`src/rtl/bdpc_pkg.sv`:
```
// Shared types and constants for the button debounce and press classifier.
// Used by bdpc_core and button_debounce_press_classifier_unit; no dependencies.
package bdpc_pkg;

	localparam int CMD_W     = 2;
	localparam int MODE_W    = 2;
	localparam int DEB_W     = 8;
	localparam int PRESS_W   = 16;
	localparam int CFG_IDX_W = 1;
	localparam int CFG_DATA_W = 16;

	// Commands carried by an item.
	localparam logic [CMD_W-1:0] CMD_TICK      = 2'd0;
	localparam logic [CMD_W-1:0] CMD_DONE      = 2'd1;
	localparam logic [CMD_W-1:0] CMD_TAKE_START = 2'd2;
	localparam logic [CMD_W-1:0] CMD_TAKE_LONG = 2'd3;

	// Classifier modes.
	localparam logic [MODE_W-1:0] MODE_IDLE    = 2'd0;
	localparam logic [MODE_W-1:0] MODE_MEASURE = 2'd1;
	localparam logic [MODE_W-1:0] MODE_WAITREL = 2'd2;
	localparam logic [MODE_W-1:0] MODE_UNUSED  = 2'd3;

	// Configuration register indexes.
	localparam logic [CFG_IDX_W-1:0] CFG_DEBOUNCE_TICKS   = 1'd0;
	localparam logic [CFG_IDX_W-1:0] CFG_LONG_PRESS_TICKS = 1'd1;

	localparam logic [DEB_W-1:0]   DEBOUNCE_TICKS_RST   = 8'd30;
	localparam logic [PRESS_W-1:0] LONG_PRESS_TICKS_RST = 16'd3000;
	localparam logic [DEB_W-1:0]   DEB_MAX   = '1;
	localparam logic [PRESS_W-1:0] PRESS_MAX = '1;

	typedef struct packed {
		logic [CMD_W-1:0] command;
		logic             raw_level;
	} item_t;

	typedef struct packed {
		logic [MODE_W-1:0] mode;
		logic              debounced_level;
		logic              flag_value;
	} result_t;

	typedef struct packed {
		logic                  en;
		logic [CFG_IDX_W-1:0]  index;
		logic [CFG_DATA_W-1:0] data;
	} cfg_wr_t;

endpackage

```
`src/rtl/bdpc_core.sv`:
```
// Debouncer, press timer, classifier state and configuration registers.
// Depends on bdpc_pkg; one item is applied per cycle in which step is high.
module bdpc_core (
	input  logic             clk,
	input  logic             arst_n,
	input  bdpc_pkg::cfg_wr_t cfg,
	input  logic             step,
	input  bdpc_pkg::item_t  item,
	output bdpc_pkg::result_t result
);
	import bdpc_pkg::*;

	logic [DEB_W-1:0]   debounce_ticks_q;
	logic [PRESS_W-1:0] long_press_ticks_q;
	logic               previous_raw_q;
	logic               stable_q;
	logic [DEB_W-1:0]   since_q;
	logic [PRESS_W-1:0] press_q;
	logic               press_active_q;
	logic [MODE_W-1:0]  mode_q;
	logic               start_flag_q;
	logic               long_flag_q;

	logic               previous_raw_d;
	logic               stable_d;
	logic [DEB_W-1:0]   since_d;
	logic [PRESS_W-1:0] press_d;
	logic               press_active_d;
	logic [MODE_W-1:0]  mode_d;
	logic               start_flag_d;
	logic               long_flag_d;
	logic               flag;

	always_comb begin
		previous_raw_d = previous_raw_q;
		stable_d       = stable_q;
		since_d        = since_q;
		press_d        = press_q;
		press_active_d = press_active_q;
		mode_d         = mode_q;
		start_flag_d   = start_flag_q;
		long_flag_d    = long_flag_q;
		flag           = 1'b0;
		case (item.command)
			CMD_TICK: begin
				if (item.raw_level != previous_raw_q) begin
					previous_raw_d = item.raw_level;
					since_d        = '0;
				end else if (since_q != DEB_MAX) begin
					since_d = since_q + 1'b1;
				end
				if (since_d >= debounce_ticks_q) begin
					stable_d = item.raw_level;
				end
				if (mode_q == MODE_IDLE) begin
					if (!stable_d) begin
						if (!press_active_q) begin
							press_active_d = 1'b1;
							press_d        = '0;
						end else if (press_q != PRESS_MAX) begin
							press_d = press_q + 1'b1;
						end
						if (press_d >= long_press_ticks_q) begin
							press_active_d = 1'b0;
							long_flag_d    = 1'b1;
							mode_d         = MODE_MEASURE;
						end
					end else if (press_active_q) begin
						press_active_d = 1'b0;
						start_flag_d   = 1'b1;
						mode_d         = MODE_MEASURE;
					end
				end else if (mode_q == MODE_WAITREL) begin
					if (stable_d) begin
						mode_d = MODE_IDLE;
					end
				end
			end
			CMD_DONE: begin
				if (mode_q == MODE_MEASURE) begin
					mode_d = MODE_WAITREL;
				end
			end
			CMD_TAKE_START: begin
				flag         = start_flag_q;
				start_flag_d = 1'b0;
			end
			CMD_TAKE_LONG: begin
				flag        = long_flag_q;
				long_flag_d = 1'b0;
			end
			default: begin
				flag = 1'b0;
			end
		endcase
	end

	always_comb begin
		result.mode            = mode_d;
		result.debounced_level = stable_d;
		result.flag_value      = flag;
	end

	always_ff @(posedge clk or negedge arst_n) begin
		if (!arst_n) begin
			previous_raw_q <= 1'b1;
			stable_q       <= 1'b1;
			since_q        <= '0;
			press_q        <= '0;
			press_active_q <= 1'b0;
			mode_q         <= MODE_IDLE;
			start_flag_q   <= 1'b0;
			long_flag_q    <= 1'b0;
		end else if (step) begin
			previous_raw_q <= previous_raw_d;
			stable_q       <= stable_d;
			since_q        <= since_d;
			press_q        <= press_d;
			press_active_q <= press_active_d;
			mode_q         <= mode_d;
			start_flag_q   <= start_flag_d;
			long_flag_q    <= long_flag_d;
		end
	end

	always_ff @(posedge clk or negedge arst_n) begin
		if (!arst_n) begin
			debounce_ticks_q   <= DEBOUNCE_TICKS_RST;
			long_press_ticks_q <= LONG_PRESS_TICKS_RST;
		end else if (cfg.en) begin
			if (cfg.index == CFG_DEBOUNCE_TICKS) begin
				debounce_ticks_q <= cfg.data[DEB_W-1:0];
			end
			if (cfg.index == CFG_LONG_PRESS_TICKS) begin
				long_press_ticks_q <= cfg.data[PRESS_W-1:0];
			end
		end
	end

`ifndef SYNTHESIS
	// A press is only timed while idle.
	a_press_only_idle: assert property (@(posedge clk) disable iff (!arst_n)
		press_active_q |-> mode_q == MODE_IDLE)
		else $error("press timer active outside idle");

	a_mode_reachable: assert property (@(posedge clk) disable iff (!arst_n)
		mode_q != MODE_UNUSED)
		else $error("unused mode code reached");

	// Leaving idle always raises exactly one of the two flags.
	a_leave_idle_flag: assert property (@(posedge clk) disable iff (!arst_n)
		(step && mode_q == MODE_IDLE && mode_d == MODE_MEASURE)
		|=> (start_flag_q || long_flag_q))
		else $error("left idle without a flag");

	a_hold_without_step: assert property (@(posedge clk) disable iff (!arst_n)
		!step |=> $stable(mode_q) && $stable(since_q) && $stable(press_q))
		else $error("state changed without an item");
`endif

endmodule

```
`src/rtl/button_debounce_press_classifier_unit.sv`:
```
// Top level of the button debounce and press classifier.
// Depends on bdpc_pkg and bdpc_core.
//
//   channel  direction  handshake              payload
//   cmd      in         cmd_valid / cmd_stall  bdpc_pkg::item_t
//   res      out        res_valid / res_stall  bdpc_pkg::result_t
//   cfg      in         cfg_valid / cfg_ready  cfg_index, cfg_data
//
// An item is applied to the state while it is in the input register and the
// result register can take it, and is registered into the result register;
// its result is offered from there and leaves once res_stall is low.
// One item per cycle is sustained unless res stalls (single state update path).
// Reset clears the state, loads the register defaults and empties both stages.
// A stall on res holds the result register and, through it, the input register.
module button_debounce_press_classifier_unit (
	input  logic                                 clk,
	input  logic                                 arst_n,
	input  logic                                 cmd_valid,
	output logic                                 cmd_stall,
	input  bdpc_pkg::item_t                      cmd,
	output logic                                 res_valid,
	input  logic                                 res_stall,
	output bdpc_pkg::result_t                    res,
	input  logic                                 cfg_valid,
	output logic                                 cfg_ready,
	input  logic [bdpc_pkg::CFG_IDX_W-1:0]       cfg_index,
	input  logic [bdpc_pkg::CFG_DATA_W-1:0]      cfg_data
);
	import bdpc_pkg::*;

	logic    valid_s1;
	item_t   item_s1;
	logic    res_valid_q;
	result_t res_q;
	result_t result;
	logic    advance;
	logic    step;
	cfg_wr_t cfg_wr;

	// The result register can take a new item when empty or being drained.
	assign advance   = !res_valid_q || !res_stall;
	assign step      = valid_s1 && advance;
	assign cmd_stall = valid_s1 && !advance;
	assign cfg_ready = 1'b1;
	assign res_valid = res_valid_q;
	assign res       = res_q;

	always_comb begin
		cfg_wr.en    = cfg_valid && cfg_ready;
		cfg_wr.index = cfg_index;
		cfg_wr.data  = cfg_data;
	end

	always_ff @(posedge clk or negedge arst_n) begin
		if (!arst_n) begin
			valid_s1 <= 1'b0;
		end else if (!cmd_stall) begin
			valid_s1 <= cmd_valid;
		end
	end

	always_ff @(posedge clk) begin
		if (cmd_valid && !cmd_stall) begin
			item_s1 <= cmd;
		end
	end

	always_ff @(posedge clk or negedge arst_n) begin
		if (!arst_n) begin
			res_valid_q <= 1'b0;
		end else if (advance) begin
			res_valid_q <= valid_s1;
		end
	end

	always_ff @(posedge clk) begin
		if (step) begin
			res_q <= result;
		end
	end

	bdpc_core u_core (
		.clk    (clk),
		.arst_n (arst_n),
		.cfg    (cfg_wr),
		.step   (step),
		.item   (item_s1),
		.result (result)
	);

`ifndef SYNTHESIS
	a_stall_needs_item: assert property (@(posedge clk) disable iff (!arst_n)
		cmd_stall |-> valid_s1 && res_valid_q)
		else $error("input stalled with no item held");

	// An item held in the input register is not lost while stalled.
	a_s1_held: assert property (@(posedge clk) disable iff (!arst_n)
		(valid_s1 && !advance) |=> valid_s1 && $stable(item_s1))
		else $error("stalled input item lost");

	a_res_mode_valid: assert property (@(posedge clk) disable iff (!arst_n)
		res_valid_q |-> res_q.mode != MODE_UNUSED)
		else $error("result carries unused mode");
`endif

endmodule
```
`config.mk`:
```
export PLATFORM = sky130hd
export DESIGN_NAME = button_debounce_press_classifier_unit
export DESIGN_NICKNAME = d
export VERILOG_FILES = /design/src/rtl/bdpc_pkg.sv /design/src/rtl/bdpc_core.sv /design/src/rtl/button_debounce_press_classifier_unit.sv
export SDC_FILE = /design/constraint.sdc
export NUM_CORES = 1
export LEC_CHECK = 0
export BUFFER_PORTS_ARGS = -buffer_cell sky130_fd_sc_hd__buf_2
export CORE_ASPECT_RATIO = 0.6
export CORE_UTILIZATION = 60
export CTS_CLUSTER_SIZE = 30
export DETAILED_ROUTE_END_ITERATION = 7
export PLACE_DENSITY = 0.8
export SLEW_MARGIN = 15
export SYNTH_ARGS = -nofsm -noshare
export SYNTH_HDL_FRONTEND = slang
export SYNTH_SLANG_ARGS = --single-unit
```
`constraint.sdc`:
```
create_clock -name clk -period 3.9 [get_ports clk]
set_input_delay 0.195 -clock clk [delete_from_list [all_inputs] [get_ports clk]]
set_output_delay 0.195 -clock clk [all_outputs]
set_load 0.01 [all_outputs]
```
Yosys cells after proc, flatten, opt, wreduce, memory -nomap -nowiden
Index checks and enable logic that the tools add are counted.
- bits in registers: 64
- input bits: 25
- output and inout port bits: 7
- word-level logic and storage cells: 86
- $add $sub $neg: 2
- $lt $le $gt $ge: 2
- eq/ne operators: 13
- multiplexer cells: 30
- bitwise operators: 2
- reduce and logical (&&, ||, !) cells: 20
- operator list (cell ; count):
    16-bit 2-to-1 mux ; 5
    8-bit 2-to-1 mux ; 3
    16-bit by 1-bit adder with 16-bit output, second input constant ; 1
    16-bit >= comparator ; 1
    16-bit inequality test, second input constant ; 1
    2-bit 2-to-1 mux ; 7
    1-bit 2-to-1 mux ; 11
    5-bit AND reduction ; 2
    8-bit by 1-bit adder with 8-bit output, second input constant ; 1
    8-bit >= comparator ; 1
    2-bit by 1-bit inequality test with 1-bit output, second input constant ; 4
    8-bit inequality test, second input constant ; 1
    2-bit == test, second input constant ; 3
    1-bit one-hot mux with 2 select lines ; 3
    2-bit AND reduction ; 3
    3-bit AND reduction ; 2
    2-bit by 1-bit == test with 1-bit output, second input constant ; 2
    1-bit zero test ; 4
    2-bit zero test ; 2
    2-bit one-hot mux with 2 select lines ; 1
    4-bit AND reduction ; 1
    2-bit nonzero test ; 2
    1-bit logical AND ; 3
    2-bit inequality test, second input constant ; 1
    other kinds (3) ; 4

Logic depth before layout (Yosys ltp)
Gate-level depths: netlist (run 1).
- depth after elaboration: 15
- gate-level depth with buffers: 15
- mapped depth without buffers: 14

Hierarchy
From an unflattened synthesis (run 1), not the netlist that was laid out.
- cells, all modules: 392
- area, all modules: 3819.9 µm²
- modules (own cells, without submodules) (module ; instances ; cells each ; area each (µm²)):
    bdpc_core ; 1 ; 375 ; 3505.9
    button_debounce_press_classifier_unit ; 1 ; 17 ; 314.1

Least setup slack after synthesis (run 1)
No wires, ideal clock.
- path type: register to register
- from: register u_core.since_q[0]
- to: register res_q (netlist bit res[2]), data pin
- setup time: 0.260 ns
- data arrival time: 2.923 ns
- setup slack: 0.717 ns
- stages on the path, launching flop included: 16
- path buffers: 2
- period minus slack after synthesis: 3.183 ns
- cell sequence: dfrtp_1 > ha_1 > and3_1 > clkbuf_1 > nand3_1 > nand4_1 > xor2_1 > nor2_1 > ha_1 > and4_1 > inv_1 > o311ai_2 > and2_1 > buf_2 > mux2i_1 > o21ai_1
- RTL lines (element ; line ; text):
    start: declaration ; bdpc_core.sv:17 ; logic [DEB_W-1:0] since_q;
    start signal: assignment ; bdpc_core.sv:117 ; since_q <= since_d;
    end signal: assignment ; button_debounce_press_classifier_unit.sv:78 ; res_q <= result;
    end: declaration ; button_debounce_press_classifier_unit.sv:34 ; result_t res_q;

==> results by group, run 1 <==
Power and ir drop
  – PD cells: around 470 mW/mm^2
  – Leak: a little over 2 nW
  – Total power draw: around 2.1 mW
  – VDD IR-drop max: ~230 uV

Logic synthesis
  – Seq cells post-synth: 64
  – Post-Syn Area: 0.00389 mm^2
  – Top cell type's share of synthesized area: 0.283
  – Avg Synthesized Cell Area: 9.75 um^2
  – Mapped Nets: 450
  – Post-synthesis cell count: around 400
  – FFs w/ async S/R, synth: 0.891
  – Ys Warns: 0
  – Main synth FF type: dfrtp_1
  – Post-synth EDFFs: 7
  – Top post-synthesis cells by count: 49 x nand2_1, 44 x dfrtp_1, 29 x a21oi_1, 29 x inv_1, 28 x nor2_1
  – Distinct cells, synth: just over 60
  – Most common cell in the netlist: nand2_1
  – Register area share after synthesis: 0.425
  – Synth area leaders: dfrtp_1 28%, dfstp_2 8.8%, ha_1 8.4%, mux2_2 6.9%, edfxtp_1 5.4%
  – Synth area leader: dfrtp_1

Detailed routing
  – Antenna Nets Post-Route: 0
  – TritonRoute pass-1 iters: 5
  – WL final: approximately 8700 um
  – Vias per inst: about 5.9
  – Remaining DRCs: 0
  – DR vias: 3103
  – Starting DRT DRC Count: between 150 and 200
  – Routed wire per std cell: ~17 um

Global route
  – Total GRT Usage: 0.279
  – GRT overflow: 0
  – Initial antenna violation count: 0
  – Global-route wire length before repair: 14500 um
  – Vias in the first global route: 2938
  – Largest net degree at the start of global routing: 42

Clock tree
  – Clock-pin slew on the worst setup and hold paths: 0.08 ns
  – Root buffer cell: clkbuf_8
  – CTS buffer count: 9
  – H-tree levels: 3
  – Clock Path Buffers: 2
  – Worst-Skew Late Latency: between 0.3 and 0.4 ns
  – CTS tree: done
  – Clock Sinks: 64

Worst setup path
  – Element type at the critical path end: register
  – Setup crit start kind: register
  – Flop2flop setup slack: 0.28 ns
  – Peak fanout along the critical path: 6
  – Worst EP arrival: around 3.7 ns
  – CP Data Required Time: ~4 ns
  – Crit Path Category: reg -> reg

Final layout
  – Nets: 485
  – Share of layout cells above drive strength 1: 0.251
  – Non-Filler Instances: between 500 and 600
  – Layout area overhead: 11.7%
  – ANT cells: 0

Placement
  – Placement Setup Slack: roughly 0.29 ns
  – GP Congestion: 0.848
  – Hpwl dp: 6100 um
  – Dpl cells: 501
  – IO buf count: 30

Die
  – Die footprint: approximately 0.0068 mm^2
  – Row count: 22
  – Initial core utilization: 0.628
  – Overall die width: between 100 and 150 um
  – I/O pin cnt: 32
  – Core area: a little over 0.006 mm^2
  – Die Height: between 60 and 70 um

Job
  – Maxcap violations: 0

STA
  – Final worst setup slack: around 0.28 ns
  – Final count of pins violating max slew: 0
  – Hold Fails Final Rpt: 0
  – Final TNS setup: 0 ns
  – Worst slew pin tran: between 0.9 and 1 ns
  – # setup viols final: 0
  – Final Skew: around 0.0057 ns
  – Minimum clock period: around 3.6 ns
  – Achievable frequency: 276 MHz
  – Slew margin rel.: 0.369
  – Crit share post-route: 0.927
  – RSZ-0062 raised after global routing: false

Worst hold path
  – Worst hold path type: in -> reg

Status
  – Status: finished, final reports clean
## routing by layer
| metal | track usage | part of all wire |
|---|---|---|
| met1 | 0.412 | 0.48 |
| met4 | 0.0747 | 0.012 |
| met3 | 0.0633 | 0.055 |
| met2 | 0.413 | 0.45 |
| met5 | 0 | 0 |
## final timing paths
check / start / endpoint / cells after the start
worst max register to register: u_core.since_q[0]$_DFFE_PN0P_ / res[2]$_DFFE_PP_ / 13
worst min register to register: valid_s1$_DFFE_PN0N_ / res_valid$_DFFE_PN0N_ / 1
min in group asynchronous: arst_n / u_core.press_q[3]$_DFFE_PN0P_ / 2
worst min-delay path: cmd[0] / item_s1[0]$_DFFE_PP_ / 1
worst max-delay path: u_core.since_q[0]$_DFFE_PN0P_ / res[2]$_DFFE_PP_ / 13
max in group asynchronous: arst_n / u_core.long_press_ticks_q[8]$_DFFE_PN1P_ / 3
## timing repair
action,CTS,global route
setup buffers,0,3
gates resized for setup,0,1
hold endpoints to repair,11,1
hold buffers,2,1
setup endpoints to repair,0,4
## metrics by stage
step           hold slack, ns  instance area (um^2)  utilization
4_1_cts             0.0000303                  4310        0.696
3_3_place_gp            0.125                  4090        0.660
3_5_place_dp            0.139                  4090        0.660
6_report               0.0134                  4340        0.701
2_1_floorplan          -0.101                  3890            -
5_1_grt              0.000598                  4340        0.701
## layout make-up
type                    instances  area, um^2
inverters                      29         109
multi-input cells             291        2050
clock buffers                   9         124
flip-flops and latches         64        1650
repair buffers                 39         225
fillers                       510        1850
clock inverters                 7        80.1
well taps                      84         105
## power breakdown
part,internal [mW],leakage (nW),total [mW],switching [mW]
Combinational,0.254,1.21,0.585,0.331
Sequential,0.787,0.757,0.874,0.0867
Clock,0.301,0.0964,0.596,0.295
Total,1.34,2.06,2.05,0.713
## cell families after synthesis
logic type,count (synthesis),synth area share
DFF,64,0.425
other,1,0.000964
adders and majority gates,26,0.0836
buffers and inverters,44,0.0489
muxes,30,0.0865
xor gates and xnor gates,10,0.0225
and+or+nand+nor,133,0.180
AOI/OAI and AO/OA,91,0.153
## worst max-delay path, stage by stage, from the launching register on
cell,delay [ns]
dfrtp_1,0.41
ha_1,0.20
and3_1,0.27
nand3_1,0.28
nand4_1,0.21
xor2_1,0.20
nor2_1,0.06
ha_1,0.29
and4_1,0.25
inv_1,0.06
o311ai_2,0.40
and2_1,0.33
mux2i_1,0.29
o21ai_1,0.11
## placed cells by master (no fill, tap or decap), drive strengths merged, types with 3 or more instances in the layout
cell,instances
a21oi,29
a31oi,8
and2,3
and3,10
and4,3
buf,36
clkbuf,9
dfrtp,44
dfstp,13
dlygate4sd3,3
edfxtp,7
ha,26
inv,31
mux2,26
mux2i,4
nand2,51
nand3,13
nand4,5
nor2,30
nor3,6
o21a,3
o21ai,28
o31ai,5
xor2,9
## flip-flops by register name (all words and copies together), names as in the netlist
name,cells
u_core.stable_q,1
u_core.since_q,8
item_s1,3
u_core.previous_raw_q,1
u_core.long_flag_q,1
res,4
u_core.mode_q,2
res_valid,1
u_core.long_press_ticks_q,16
u_core.press_active_q,1
u_core.press_q,16
u_core.debounce_ticks_q,8
valid_s1,1
u_core.start_flag_q,1
No activity file was read; power rests on OpenSTA's default activity.
==> run 2, diff against run 1 <==
--- a/config.mk
+++ b/config.mk
@@ -11,6 +11,7 @@
 export CTS_CLUSTER_SIZE = 30
 export DETAILED_ROUTE_END_ITERATION = 7
 export PLACE_DENSITY = 0.8
+export RECOVER_POWER = 25
 export SLEW_MARGIN = 15
 export SYNTH_ARGS = -nofsm -noshare
 export SYNTH_HDL_FRONTEND = slang
==> results by group, run 2 (synthesized netlist as in run 1, its figures left out) <==
Placement
  – Hpwl dp: 6100 um (unchanged)
  – IO buf count: 30 (unchanged)
  – GP Congestion: 0.848 (unchanged)
  – Placement Setup Slack: 0.291 ns (unchanged)
  – Area after DPL: 0.00409 mm^2 (unchanged)

Detailed routing
  – Antenna Nets Post-Route: 0 (unchanged)
  – Routed wire per std cell: 16.6 um (-0.33%)
  – TritonRoute pass-1 iters: 5 (unchanged)
  – Remaining DRCs: 0 (unchanged)
  – WL final: 8670 um (-0.33%)
  – DR vias: 3087 (-0.52%)
  – Starting DRT DRC Count: 179 (+0.56%)
  – Vias per inst: 5.90 (-0.52%)

Job
  – Maxcap violations: 0 (unchanged)

Clock tree
  – H-tree levels: 3 (unchanged)
  – Clock Sinks: 64 (unchanged)
  – CTS tree: done
  – CTS buffer count: 9 (unchanged)
  – Root buffer cell: clkbuf_8
  – Clock Path Buffers: 2 (unchanged)
  – Worst-Skew Late Latency: 0.35 ns (about the same)
  – Clock-pin slew on the worst setup and hold paths: 0.08 ns (about the same)

Power and ir drop
  – VDD IR-drop max: 235 uV (+0.23%)
  – PD cells: 473 mW/mm^2 (about the same)
  – Total power draw: 2.05 mW (-0.15%)
  – Leak: 2.04 nW (-0.72%)

Final layout
  – ANT cells: 0 (unchanged)
  – Area of the multi-input gates: 0.00205 mm^2 (unchanged)
  – Fin area: 0.00434 mm^2 (-0.14%)
  – Share of layout cells above drive strength 1: 0.239 (-0.0114)
  – Layout area overhead: 11.5%
  – # fillers: 507 (-0.59%)
  – Most frequent cells in the layout: 49 x nand2_1, 44 x dfrtp_1, 29 x inv_1, 29 x a21oi_1, 28 x nor2_1
  – Biggest regs: u_core.long_press_ticks_q x16, u_core.press_q x16
  – Nets: 485 (unchanged)
  – Most common cell after layout, fill and taps aside: nand2_1
  – Register Area: 0.00165 mm^2 (unchanged)
  – Final core area utilization: 0.700 (-0.00101)

Global route
  – Largest net degree at the start of global routing: 42 (unchanged)
  – Vias in the first global route: 2938 (unchanged)
  – Total GRT Usage: 0.279 (unchanged)
  – GRT overflow: 0 (unchanged)
  – Initial antenna violation count: 0 (unchanged)
  – Global-route wire length before repair: 14500 um (unchanged)

Worst setup path
  – CP cell instances: ha_1 > and3_1 > nand3_1 > nand4_1 > xor2_1 > nor2_1 > ha_1 > and4_1 > inv_1 > o311ai_2 > and2_1 > mux2i_1 > o21ai_1
  – Peak fanout along the critical path: 6 (unchanged)
  – Cell repeated most along the worst path: ha_1
  – Element type at the critical path end: register
  – Crit Path Category: reg -> reg
  – Worst EP arrival: 3.71 ns (about the same)
  – Crit-path slowest cell: dfrtp_1
  – CP Data Required Time: 4.00 ns (about the same)
  – Setup crit start kind: register
  – Largest stage delay on the critical path: 0.41 ns (about the same)

STA
  – Minimum clock period: 3.61 ns (-0.00984 ns)
  – Worst slew pin tran: 0.947 ns (+0.00272 ns)
  – Final Skew: 0.00685 ns (+0.00114 ns)
  – Final worst setup slack: 0.293 ns (+0.00984 ns)
  – RSZ-0062 raised after global routing: false
  – Final count of pins violating max slew: 0 (unchanged)
  – Final TNS setup: 0 ns (unchanged)
  – # setup viols final: 0 (unchanged)
  – Slew margin rel.: 0.367 (-0.00182)
  – Achievable frequency: 277 MHz (+0.27%)
  – Hold Fails Final Rpt: 0 (unchanged)
  – Crit share post-route: 0.925 (-0.00252)

Die
  – Core area: 0.00619 mm^2 (unchanged)
  – Initial core utilization: 0.628 (unchanged)
  – Overall die width: 106 um (unchanged)
  – Die Height: 64.4 um (unchanged)
  – Die footprint: 0.00682 mm^2 (unchanged)
  – Row count: 22 (unchanged)
  – I/O pin cnt: 32 (unchanged)

Status
  – Status: finished, final reports clean

Worst hold path
  – Worst hold path type: in -> reg
-- run 2: final cells by class --
cell class | instances | share of cell area
multi-input cells | 291 | 0.472
clock inverters | 7 | 0.0185
repair buffers | 39 | 0.0505
well taps | 84 | 0.0242
flip-flops and latches | 64 | 0.381
clock buffers | 9 | 0.0286
inverters | 29 | 0.0251
-- run 2: metrics by stage --
step / hold slack, ns / cells
2_1_floorplan: -0.101 / 399
3_3_place_gp: 0.125 / 501
3_5_place_dp: 0.139 / 501
4_1_cts: 0.0000303 / 519
5_1_grt: 0.000598 / 523
6_report: 0.0130 / 523
-- run 2: per-layer routing --
| metal | vias up | GRT usage | part of all wire |
|---|---|---|---|
| li1 | 1482 | - | - |
| met1 | 1483 | 0.412 | 0.48 |
| met4 | 0 | 0.0747 | 0.012 |
| met3 | 13 | 0.0633 | 0.058 |
| met5 | - | 0 | 0 |
| met2 | 109 | 0.413 | 0.45 |
-- run 2: what timing repair did --
action / 4_1_cts / 5_1_grt
gates resized for setup: 0 / 1
endpoints found under the hold margin: 11 / 1
hold buffers: 2 / 1
endpoints found under the setup margin: 0 / 4
setup buffers: 0 / 3
-- run 2: final timing paths --
kind                                                     from                                endpoint  slack [ns]  depth (start not counted)
worst max-delay path            u_core.since_q[1]$_DFFE_PN0P_                        res[2]$_DFFE_PP_        0.29                         13
worst min-delay path                                   cmd[0]                    item_s1[0]$_DFFE_PP_        0.01                          1
worst max register to register  u_core.since_q[1]$_DFFE_PN0P_                        res[2]$_DFFE_PP_        0.29                         13
worst min register to register           valid_s1$_DFFE_PN0N_                   res_valid$_DFFE_PN0N_        0.50                          1
max in group asynchronous                              arst_n  u_core.debounce_ticks_q[1]$_DFFE_PN1P_        2.32                          3
min in group asynchronous                              arst_n           u_core.press_q[3]$_DFFE_PN0P_        0.49                          2
-- run 2: critical path: cells and delay by family, from the launching register on --
| family | cells | cell delay [ns] |
|---|---|---|
| multiplexers | 1 | 0.29 |
| AO/OA/AOI/OAI | 2 | 0.51 |
| flip-flops | 1 | 0.41 |
| adder cells (fa/ha/maj) | 2 | 0.49 |
| XOR/XNOR | 1 | 0.20 |
| buffers and inverters | 1 | 0.06 |
| AND/OR/NAND/NOR | 6 | 1.40 |
-- run 2: where the power goes --
part / switching, mW / internal [mW]
clock: 0.294 / 0.301
combinational: 0.331 / 0.252
sequential: 0.0862 / 0.787
